--- src/hw/rtl/cnhs_pkg.sv ---
package cnhs_pkg;

  localparam int unsigned TIMER_BITS  = 32;
  localparam int unsigned QUEUE_DEPTH = 2;
  localparam int unsigned QPTR_W      = (QUEUE_DEPTH > 1) ? $clog2(QUEUE_DEPTH) : 1;
  localparam int unsigned QCNT_W      = $clog2(QUEUE_DEPTH + 1);

  localparam logic [7:0] SIG_FIRST   = 8'h4D;
  localparam logic [7:0] SIG_SECOND  = 8'h47;
  localparam logic [5:0] HDR_VERSION = 6'd1;
  localparam logic [10:0] CODE_BYTES = 11'd4;
  localparam logic [2:0] SEND_LEN_CODE = 3'd4;

  typedef enum logic [2:0] {
    REG_NEEDS_AUTH  = 3'd0,
    REG_AUTH_CODE   = 3'd1,
    REG_TIMEOUT_MS  = 3'd2,
    REG_NEG_KIND    = 3'd3,
    REG_KIND_COUNT  = 3'd4,
    REG_MAX_LENGTH  = 3'd5
  } reg_idx_e;

  localparam logic        RST_NEEDS_AUTH = 1'b0;
  localparam logic [31:0] RST_AUTH_CODE  = 32'd24;
  localparam logic [19:0] RST_TIMEOUT_MS = 20'd15000;
  localparam logic [2:0]  RST_NEG_KIND   = 3'd0;
  localparam logic [3:0]  RST_KIND_COUNT = 4'd2;
  localparam logic [10:0] RST_MAX_LENGTH = 11'd1200;

  typedef enum logic [2:0] {
    HDR_OK       = 3'd0,
    HDR_BAD_SIG  = 3'd1,
    HDR_BAD_VER  = 3'd2,
    HDR_BAD_KIND = 3'd3,
    HDR_TOO_LONG = 3'd4
  } hdr_status_e;

  typedef enum logic [1:0] {
    LINK_IDLE = 2'd0,
    LINK_NEG  = 2'd1,
    LINK_CONN = 2'd2
  } link_mode_e;

  typedef enum logic [2:0] {
    EV_TICK    = 3'd0,
    EV_HDR_ERR = 3'd1,
    EV_DATA    = 3'd2,
    EV_KEY_REJ = 3'd3,
    EV_NEG     = 3'd4
  } event_e;

  typedef struct packed {
    logic        needs_auth;
    logic [31:0] auth_code;
    logic [19:0] timeout_ms;
    logic [2:0]  neg_kind;
    logic [3:0]  kind_count;
    logic [10:0] max_length;
  } cfg_t;

  typedef struct packed {
    event_e      kind;
    hdr_status_e status;
    logic        has_code;
    logic [31:0] peer_code;
    logic [15:0] elapsed_ms;
  } event_t;

  typedef struct packed {
    logic        accepted;
    hdr_status_e header_status;
    link_mode_e  link_state;
    logic        send_request;
    logic [2:0]  send_length;
    logic [31:0] send_code;
  } result_t;

endpackage

--- src/hw/rtl/cnhs_front.sv ---
module cnhs_front import cnhs_pkg::*; (
  input  cfg_t        cfg_i,
  input  logic        func_i,
  input  logic [7:0]  sig_first_i,
  input  logic [7:0]  sig_second_i,
  input  logic [5:0]  version_i,
  input  logic [2:0]  pkt_kind_i,
  input  logic [10:0] pkt_length_i,
  input  logic        key_ok_i,
  input  logic        code_present_i,
  input  logic [31:0] peer_code_i,
  input  logic [15:0] elapsed_ms_i,
  output event_t      event_o
);

  // Classify the header in check order; the back end sees only the outcome.
  always_comb begin
    event_o.status     = HDR_OK;
    event_o.has_code   = (pkt_length_i >= CODE_BYTES) && code_present_i;
    event_o.peer_code  = peer_code_i;
    event_o.elapsed_ms = elapsed_ms_i;
    event_o.kind       = EV_HDR_ERR;
    priority if (func_i) begin
      event_o.kind = EV_TICK;
    end else if (sig_first_i != SIG_FIRST || sig_second_i != SIG_SECOND) begin
      event_o.status = HDR_BAD_SIG;
    end else if (version_i != HDR_VERSION) begin
      event_o.status = HDR_BAD_VER;
    end else if ({1'b0, pkt_kind_i} >= cfg_i.kind_count) begin
      event_o.status = HDR_BAD_KIND;
    end else if (pkt_length_i > cfg_i.max_length) begin
      event_o.status = HDR_TOO_LONG;
    end else if (pkt_kind_i != cfg_i.neg_kind) begin
      event_o.kind = EV_DATA;
    end else if (!key_ok_i) begin
      event_o.kind = EV_KEY_REJ;
    end else begin
      event_o.kind = EV_NEG;
    end
  end

endmodule

--- src/hw/rtl/cnhs_queue.sv ---
module cnhs_queue import cnhs_pkg::*; (
  input  logic   clk_i,
  input  logic   rst_ni,
  input  logic   push_i,
  input  event_t push_data_i,
  output logic   full_o,
  input  logic   pop_i,
  output logic   empty_o,
  output event_t head_o
);

  event_t              slot_q [QUEUE_DEPTH];
  logic [QPTR_W-1:0]   wr_ptr_q, wr_ptr_d;
  logic [QPTR_W-1:0]   rd_ptr_q, rd_ptr_d;
  logic [QCNT_W-1:0]   count_q, count_d;

  assign full_o  = (count_q == QCNT_W'(QUEUE_DEPTH));
  assign empty_o = (count_q == '0);
  assign head_o  = slot_q[rd_ptr_q];

  always_comb begin
    wr_ptr_d = wr_ptr_q;
    rd_ptr_d = rd_ptr_q;
    count_d  = count_q;
    if (push_i) begin
      wr_ptr_d = (wr_ptr_q == QPTR_W'(QUEUE_DEPTH - 1)) ? '0 : wr_ptr_q + 1'b1;
    end
    if (pop_i) begin
      rd_ptr_d = (rd_ptr_q == QPTR_W'(QUEUE_DEPTH - 1)) ? '0 : rd_ptr_q + 1'b1;
    end
    if (push_i && !pop_i) begin
      count_d = count_q + 1'b1;
    end else if (pop_i && !push_i) begin
      count_d = count_q - 1'b1;
    end
  end

  always_ff @(posedge clk_i or negedge rst_ni) begin
    if (!rst_ni) begin
      wr_ptr_q <= '0;
      rd_ptr_q <= '0;
      count_q  <= '0;
    end else begin
      wr_ptr_q <= wr_ptr_d;
      rd_ptr_q <= rd_ptr_d;
      count_q  <= count_d;
    end
  end

  always_ff @(posedge clk_i) begin
    if (push_i) begin
      slot_q[wr_ptr_q] <= push_data_i;
    end
  end

endmodule

--- src/hw/rtl/cnhs_back.sv ---
module cnhs_back import cnhs_pkg::*; (
  input  logic    clk_i,
  input  logic    rst_ni,
  input  cfg_t    cfg_i,
  input  logic    empty_i,
  input  event_t  head_i,
  output logic    pop_o,
  output logic    res_valid_o,
  input  logic    res_stall_i,
  output result_t res_o
);

  link_mode_e              mode_q, mode_d;
  logic [TIMER_BITS-1:0]   timer_q, timer_d;
  logic [31:0]             learned_q, learned_d;
  logic                    res_valid_q;
  result_t                 res_q, res_d;

  logic [TIMER_BITS:0]     tmr_sum;
  logic [TIMER_BITS-1:0]   tmr_sat;
  logic [31:0]             send_code;
  logic                    res_free;

  assign res_free = !res_valid_q || !res_stall_i;
  assign pop_o    = !empty_i && res_free;

  always_comb begin
    tmr_sum = {1'b0, timer_q} + (TIMER_BITS + 1)'(head_i.elapsed_ms);
    tmr_sat = tmr_sum[TIMER_BITS] ? '1 : tmr_sum[TIMER_BITS-1:0];

    mode_d    = mode_q;
    timer_d   = timer_q;
    learned_d = learned_q;

    res_d               = '0;
    res_d.header_status = head_i.status;
    send_code           = cfg_i.needs_auth ? cfg_i.auth_code : learned_q;

    unique case (head_i.kind)
      EV_TICK: begin
        timer_d = tmr_sat;
        if (tmr_sat > TIMER_BITS'(cfg_i.timeout_ms)) begin
          mode_d = LINK_IDLE;
        end else if (mode_q == LINK_NEG) begin
          res_d.send_request = 1'b1;
        end
      end
      EV_HDR_ERR: begin
      end
      EV_DATA: begin
        timer_d        = '0;
        res_d.accepted = 1'b1;
      end
      EV_KEY_REJ: begin
        mode_d = LINK_IDLE;
      end
      EV_NEG: begin
        if (cfg_i.needs_auth) begin
          if (head_i.has_code) begin
            if (head_i.peer_code == cfg_i.auth_code) begin
              mode_d         = LINK_CONN;
              res_d.accepted = 1'b1;
            end else begin
              mode_d = LINK_IDLE;
            end
          end
        end else begin
          if (head_i.has_code) begin
            learned_d          = head_i.peer_code;
            mode_d             = LINK_CONN;
            send_code          = head_i.peer_code;
            res_d.send_request = 1'b1;
          end
          res_d.accepted = (mode_d != LINK_IDLE);
        end
      end
      default: begin
      end
    endcase

    if (res_d.send_request) begin
      res_d.send_code   = send_code;
      res_d.send_length = (send_code != '0) ? SEND_LEN_CODE : 3'd0;
    end
    res_d.link_state = mode_d;
  end

  always_ff @(posedge clk_i or negedge rst_ni) begin
    if (!rst_ni) begin
      mode_q      <= LINK_NEG;
      timer_q     <= '0;
      learned_q   <= '0;
      res_valid_q <= 1'b0;
    end else begin
      if (pop_o) begin
        mode_q    <= mode_d;
        timer_q   <= timer_d;
        learned_q <= learned_d;
      end
      if (res_free) begin
        res_valid_q <= pop_o;
      end
    end
  end

  always_ff @(posedge clk_i) begin
    if (pop_o) begin
      res_q <= res_d;
    end
  end

  assign res_valid_o = res_valid_q;
  assign res_o       = res_q;

endmodule

--- src/hw/rtl/connection_handshake_fsm.sv ---
// Link-setup state machine: idle, negotiating, connected.
// Input channel (in_valid_i / in_stall_o): one request per packet header
// (func_i = 0) or time tick (func_i = 1). A request is taken at a rising
// edge with in_valid_i high and in_stall_o low.
// Output channel (out_valid_o / out_stall_i): exactly one result per
// request, in order, taken when out_valid_o is high and out_stall_i low.
// Configuration channel (cfg_valid_i / cfg_ready_o): register index and
// data; write only while no request is in flight. cfg_ready_o is always high.
// A taken request passes through the classify queue and then the result
// register before its result shows.
// Throughput: one request per cycle while the output is not stalled; the
// back end's state update loop sets this. The queue holds two classified
// requests, so in_stall_o rises only after the output has been stalled.
// Reset: link negotiating, idle timer and learned code zero, registers at
// their reset values, queue and output empty.
// A stalled result holds its value until taken.
module connection_handshake_fsm import cnhs_pkg::*; (
  input  logic        clk_i,
  input  logic        rst_ni,

  input  logic        cfg_valid_i,
  output logic        cfg_ready_o,
  input  logic [2:0]  cfg_index_i,
  input  logic [31:0] cfg_data_i,

  input  logic        in_valid_i,
  output logic        in_stall_o,
  input  logic        func_i,
  input  logic [7:0]  sig_first_i,
  input  logic [7:0]  sig_second_i,
  input  logic [5:0]  version_i,
  input  logic [2:0]  pkt_kind_i,
  input  logic [10:0] pkt_length_i,
  input  logic        key_ok_i,
  input  logic        code_present_i,
  input  logic [31:0] peer_code_i,
  input  logic [15:0] elapsed_ms_i,

  output logic        out_valid_o,
  input  logic        out_stall_i,
  output logic        accepted_o,
  output logic [2:0]  header_status_o,
  output logic [1:0]  link_state_o,
  output logic        send_request_o,
  output logic [2:0]  send_length_o,
  output logic [31:0] send_code_o
);

  cfg_t    cfg_q;
  event_t  front_ev;
  event_t  head_ev;
  logic    q_full, q_empty, q_push, q_pop;
  result_t res;

  // Configuration registers; unknown indexes are dropped.
  assign cfg_ready_o = 1'b1;

  always_ff @(posedge clk_i or negedge rst_ni) begin
    if (!rst_ni) begin
      cfg_q.needs_auth <= RST_NEEDS_AUTH;
      cfg_q.auth_code  <= RST_AUTH_CODE;
      cfg_q.timeout_ms <= RST_TIMEOUT_MS;
      cfg_q.neg_kind   <= RST_NEG_KIND;
      cfg_q.kind_count <= RST_KIND_COUNT;
      cfg_q.max_length <= RST_MAX_LENGTH;
    end else if (cfg_valid_i && cfg_ready_o) begin
      unique case (cfg_index_i)
        REG_NEEDS_AUTH: cfg_q.needs_auth <= cfg_data_i[0];
        REG_AUTH_CODE:  cfg_q.auth_code  <= cfg_data_i;
        REG_TIMEOUT_MS: cfg_q.timeout_ms <= cfg_data_i[19:0];
        REG_NEG_KIND:   cfg_q.neg_kind   <= cfg_data_i[2:0];
        REG_KIND_COUNT: cfg_q.kind_count <= cfg_data_i[3:0];
        REG_MAX_LENGTH: cfg_q.max_length <= cfg_data_i[10:0];
        default: begin
        end
      endcase
    end
  end

  // Front: check the header and reduce it to an event.
  cnhs_front u_front (
    .cfg_i          (cfg_q),
    .func_i         (func_i),
    .sig_first_i    (sig_first_i),
    .sig_second_i   (sig_second_i),
    .version_i      (version_i),
    .pkt_kind_i     (pkt_kind_i),
    .pkt_length_i   (pkt_length_i),
    .key_ok_i       (key_ok_i),
    .code_present_i (code_present_i),
    .peer_code_i    (peer_code_i),
    .elapsed_ms_i   (elapsed_ms_i),
    .event_o        (front_ev)
  );

  // Hold events between front and back; stall the input only when full.
  assign in_stall_o = q_full;
  assign q_push     = in_valid_i && !q_full;

  cnhs_queue u_queue (
    .clk_i       (clk_i),
    .rst_ni      (rst_ni),
    .push_i      (q_push),
    .push_data_i (front_ev),
    .full_o      (q_full),
    .pop_i       (q_pop),
    .empty_o     (q_empty),
    .head_o      (head_ev)
  );

  // Back: advance the link state and register the result.
  cnhs_back u_back (
    .clk_i       (clk_i),
    .rst_ni      (rst_ni),
    .cfg_i       (cfg_q),
    .empty_i     (q_empty),
    .head_i      (head_ev),
    .pop_o       (q_pop),
    .res_valid_o (out_valid_o),
    .res_stall_i (out_stall_i),
    .res_o       (res)
  );

  assign accepted_o      = res.accepted;
  assign header_status_o = res.header_status;
  assign link_state_o    = res.link_state;
  assign send_request_o  = res.send_request;
  assign send_length_o   = res.send_length;
  assign send_code_o     = res.send_code;

endmodule

--- config.mk ---
export PLATFORM = sky130hd
export DESIGN_NAME = connection_handshake_fsm
export DESIGN_NICKNAME = d
export VERILOG_FILES = /design/src/hw/rtl/cnhs_pkg.sv /design/src/hw/rtl/cnhs_front.sv /design/src/hw/rtl/cnhs_queue.sv /design/src/hw/rtl/cnhs_back.sv /design/src/hw/rtl/connection_handshake_fsm.sv
export SDC_FILE = /design/constraint.sdc
export NUM_CORES = 1
export LEC_CHECK = 0
export ABC_AREA = 1
export BUFFER_PORTS_ARGS = -buffer_cell sky130_fd_sc_hd__buf_2
export CAP_MARGIN = 20
export CORE_ASPECT_RATIO = 0.5
export CORE_MARGIN = 4
export CORE_UTILIZATION = 64
export DETAILED_ROUTE_END_ITERATION = 10
export PLACE_DENSITY_LB_ADDON = 0.12
export SYNTH_ARGS = -nofsm -noshare
export SYNTH_HDL_FRONTEND = slang
export SYNTH_HIERARCHICAL = 1
export SYNTH_SLANG_ARGS = --single-unit
export TNS_END_PERCENT = 30
--- constraint.sdc ---
create_clock -name clk_i -period 9.7 [get_ports clk_i]
set_input_delay 1.455 -clock clk_i [delete_from_list [all_inputs] [get_ports clk_i]]
set_output_delay 1.455 -clock clk_i [all_outputs]
set_load 0.02 [all_outputs]
# --- Word level (Yosys, flattened, before mapping) ---
# Memory sizes are Yosys's and may differ from the RTL's.
# Index checks and enable logic that the tools add are counted.
totals:
  register_bits: 184
  ramBits: 110
  input_bits: 127
  output_inout_bits: 45
  n_memories: 1
op_classes:
  addsub: 5
  order_cmp: 4
  eq_ne: 15
  n_mux: 42
  bitwise: 1
  n_reduce_logical: 28
mem_list:
  columns: ["memory", "depth", "word_bits", "read_ports", "rd_ports_with_merged_regs", "write_ports", "line", "text"]
  rows:
  - ["u_queue.slot_q", 2, 55, 1, 0, 1, "cnhs_queue.sv:12", "event_t slot_q [QUEUE_DEPTH];"]
op_table:
  columns: ["cell", "n"]
  rows:
  - ["$mux W32", 5]
  - ["$pmux W32 S2", 1]
  - ["$mux W3", 13]
  - ["$add A32 B16 Y33", 1]
  - ["$eq A32 B32 Y1", 1]
  - ["$gt A32 B20 Y1", 1]
  - ["$reduce_bool A32 Y1", 1]
  - ["$mux W2", 9]
  - ["$ne A8 B7 Y1 const B", 2]
  - ["$reduce_and A2 Y1", 7]
  - ["$eq A3 B2 Y1 const B", 4]
  - ["$ge A11 B3 Y1 const B", 1]
  - ["$gt A11 B11 Y1", 1]
  - ["$mux W1", 11]
  - ["$eq A3 B3 Y1 const B", 3]
  - ["$logic_not A1 Y1", 6]
  - ["$logic_not A3 Y1", 2]
  - ["$ne A6 B1 Y1 const B", 1]
  - ["$pmux W2 S3", 1]
  - ["$reduce_bool A2 Y1", 3]
  - ["$logic_and A1 B1 Y1", 5]
  - ["$ge A3 B4 Y1", 1]
  - ["$pmux W1 S2", 2]
  - ["$reduce_and A4 Y1", 1]
  - ["10 further kinds", 12]

# --- Longest topological paths before layout ---
depth:
  ltp_word: 7
  ltp_mapped: 35
  depth_no_buf: 32

# --- Hierarchy ---
# The synthesis kept the hierarchy.
modules_own_cells:
  columns: ["module", "instances", "cells_per_inst", "area_per_inst_um2", "seq_area_each_um2"]
  rows:
  - ["cnhs_back", 1, 1029, 7739.9, 2879.0]
  - ["cnhs_queue", 1, 196, 4340.4, 3403.3]
  - ["connection_handshake_fsm", 1, 325, 2917.8, 1794.2]
  - ["cnhs_front", 1, 182, 1039.7, 0.0]

# --- Worst setup path before layout ---
# Ideal clock, no wire load.
synth_timing:
  path_type: "input to register"
  from: "input in_valid_i"
  to: "memory u_queue/slot_q[0][0] in the netlist's numbering (enable)"
  setup_time_ns: 0.468
  t_arrival_ns: 4.050
  required_time_ns: 9.232
  slack_ns: 5.183
  cell_stages: 4
  cell_sequence: "inv_1 -> nor2_1 -> inv_1 -> nor2_1"
synth_via:
  elab_chain_cells: 3
synth_lines:
  columns: ["element", "line", "text"]
  rows:
  - ["start: declaration", "connection_handshake_fsm.sv:26", "input logic in_valid_i,"]
  - ["$logic_and A1 B1 Y1", "connection_handshake_fsm.sv:98", "assign q_push = in_valid_i && !q_full;"]
  - ["via q_push", "connection_handshake_fsm.sv:52", "logic q_full, q_empty, q_push, q_pop;"]
  - ["$mux W1", "cnhs_queue.sv:51", "if (push_i) begin"]
  - ["$mux W1 (not written as such)", "cnhs_queue.sv:52", "slot_q[wr_ptr_q] <= push_data_i;"]
  - ["end: declaration", "cnhs_queue.sv:12", null]
# The timed path passes the listed nets, and every way through them passes these cells.

==> results.md <==
* Final hold violations at 0
* Leakage at 8.42 nW
* Yosys warns at 6
* First-pass GRT wire length at 64300 um
* Status: finished clean
* Crit Path Class: reg -> reg
* WP data required at 10.11 ns
* H-Tree Depth at 1
* Switching portion of total power at 39.6%
* Int Pwr at 3.11 mW
* Sequential fraction of design power at 36.4%
* Core ar. at 24300 sq um
* Power Density at 291 nW/um^2
* Routed wire per std cell at 18.4 um
* FFs w/ async S/R, synth at 48.6%
* # DRC at 0
* Hold WC Path Type: reg -> reg
* Max-Cap Viols at 0
* NetSw at 2.04 mW
* Flops & latches, synth at 292
* Clk pwr share at 21.3%
* Endpoints failing setup at 0
* Reg2Reg Setup Slack at 3.88 ns
* Mean area per synthesized cell at 9.26 sq um
* Post-Place Cells at 2142
* Vias in the first global route at 12400
* Vias per cell at 5.65
* CP max stage cell: dfrtp_4
* Most numerous cell in the Yosys netlist: nand2_1
* CP Data Arrival Time at 6.23 ns
* Fin crit share at 60.0%
* Starting Density at 65.9%
* Final WL at 40400 um
* Worst VDD drop at 227 uV
* Slew @ Worst Pin at 1.17 ns
* Critical path's largest stage delay at 0.71 ns
* Vias at 12400
* Clk pin slew, worst setup/hold paths at 0.06 ns
* Iter 0 DRT Violations at 1053
* Combinational Power Share at 42.3%
* Slew HR at 21.9%
* Multi-input logic area at 6490 sq um
* Nets at 2015
* Post-cts sizing count at 0
* Leading area contributor after synthesis: edfxtp_1
* CP endpoint kind: register
* Largest net degree at the start of global routing at 99
* Final Critical Period at 5.82 ns
* RSZ-0062 raised after global routing: no
* Antenna violations before repair at 3
* Area growth syn-to-layout at 10.1%
* Number of synthesized flops with an enable pin at 150
* Post-DP HPWL at 28600 um
* Largest cells by area after synthesis: edfxtp_1 28%, dfrtp_1 20%, nand2_1 11%
* # fillers at 1789
* Clock Skews at 0.0167 ns
* Fin. max-slew vios at 0
* Post-synthesis cell type count at 48
* Postcts setup bufs at 0
* Top cell type's share of synthesized area at 28.1%
* Post-synth top cells: 470 x nand2_1, 203 x inv_1, 150 x edfxtp_1
* Sink Count at 292
* Cell area after synthesis at 16000 sq um
* Hold-fix buffers, CTS at 0
* Antenna Violating Nets Remaining at 0
* Most Frequent Cell on Critical Path: nand2_1
* Register cell area after layout at 8080 sq um
* IO buf count at 168
* Fmax at 172 MHz
* Routability congestion estimate at 0.967
* Grt ovf at 0
* CTS buffer count at 27
* Final std cells w/o fill at 2196
* Primary FF master, synth: edfxtp_1
* Die X at 232 um
* CTS tree: built
* Post-synthesis sequential area ratio at 50.4%
* Max Root-Sink Buffers at 3
* Max FO, Critical Path at 34
* Die height at 120 um
* # IOs at 172
* Worst-Skew Late Latency at 0.57 ns
* Row cnt at 40
* TritonRoute pass-1 iters at 5
* Post-Syn Instances at 1732
* Full die area at 27800 sq um
* Setup TNS at 0 ns
* Total power at 5.14 mW
* Startpoint Class: register
* Gr usage total at 29.0%
* Share of layout cells above drive strength 1 at 20.9%
* Root Driver: clkbuf_16
area by class of cell:
| type | instances | share of cell area (%) |
|---|---|---|
| diodes | 3 | 0.0425 |
| clock buffers | 36 | 4.13 |
| well taps | 336 | 2.38 |
| clock inverters | 14 | 1.02 |
| flip-flops and latches | 292 | 45.7 |
| inverters | 210 | 4.46 |
| multi-input cells | 1124 | 36.8 |
| repair buffers | 181 | 5.46 |
cell families (layout without fill, tap and decap cells):
kind of cell / Yosys count / in the layout / share of synthesized area (%)
and+or+nand+nor: 798 / 798 / 21.5
xor gates and xnor gates: 50 / 50 / 2.73
buffers and inverters: 317 / 441 / 9.41
muxes: 79 / 79 / 6.48
adders and majority gates: 52 / 52 / 4.10
DFF: 292 / 292 / 50.4
AOI/OAI and AO/OA: 142 / 142 / 5.41
other: 2 / 6 / 0.0468
flip-flops by register name, indices dropped and copies added, names as in the netlist, 2 cells and up:
signal	count
u_back/timer_q	32
u_back/res_o	40
u_back/mode_q	2
u_queue/slot_q	110
u_queue/count_q	2
cfg_q	71
u_back/learned_q	32
critical path, delay by kind of cell (launching register included):
kind,cells,cell delay (ns)
simple gates,21,2.29
compound gates,2,0.40
mux,1,0.35
fa+ha+maj,3,0.95
buf+inv,3,0.86
flops,1,0.71
power by group through the flow:
| stage | Combinational [mW] | Sequential, mW | Clock [mW] |
|---|---|---|---|
| 2_1_floorplan | 1.53 | 1.91 | 0 |
| 5_1_grt | 2.41 | 1.90 | 1.18 |
| 3_5_place_dp | 2.13 | 1.89 | 0 |
| 3_3_place_gp | 2.07 | 1.88 | 0 |
| 4_1_cts | 2.15 | 1.87 | 1.11 |
| 6_report | 2.18 | 1.87 | 1.09 |
final timing paths:
check / start / to / cells after the start
worst max-delay path: u_queue/rd_ptr_q / u_back/res_o[26] / 30
worst min-delay path: cfg_q[29] / cfg_q[29] / 2
worst max register to register: u_queue/rd_ptr_q / u_back/res_o[26] / 30
worst min register to register: cfg_q[29] / cfg_q[29] / 2
max in group asynchronous: rst_ni / u_back/mode_q[0] / 3
min in group asynchronous: rst_ni / u_back/timer_q[26] / 1
through the flow:
stage / hold slack [ns] / setup slack, ns / utilization (%) / area (sq um)
after floorplan: 0.436 / 5.18 / - / 16000
after global routing: 0.486 / 3.41 / 72.6 / 17700
after global placement: 0.456 / 4.10 / 68.7 / 16700
after detailed placement: 0.456 / 3.97 / 68.7 / 16700
final: 0.465 / 3.88 / 72.6 / 17700
after CTS: 0.466 / 3.95 / 72.5 / 17600
per-layer routing:
layer / global-route usage [%] / vias to the layer above / wire length (um)
met2: 48.1 / 452 / 19100
met3: 5.60 / 94 / 2780
met4: 9.44 / 0 / 1300
li1: - / 5850 / -
met1: 38.9 / 6002 / 17300
met5: 0 / - / 0
placed cells by master, fill, tap and decap left out, drive strengths merged, types with 36 or more instances in the layout:
cell    synthesis  layout
nand2         481     481
inv           207     208
buf            86     181
edfxtp        150     150
nand3         148     148
dfrtp         127     127
nor2          115     115
mux2           79      79
a21oi          56      56
o21ai          52      52
ha             51      51
clkbuf         21      36
No activity file was read; power rests on OpenSTA's default activity.
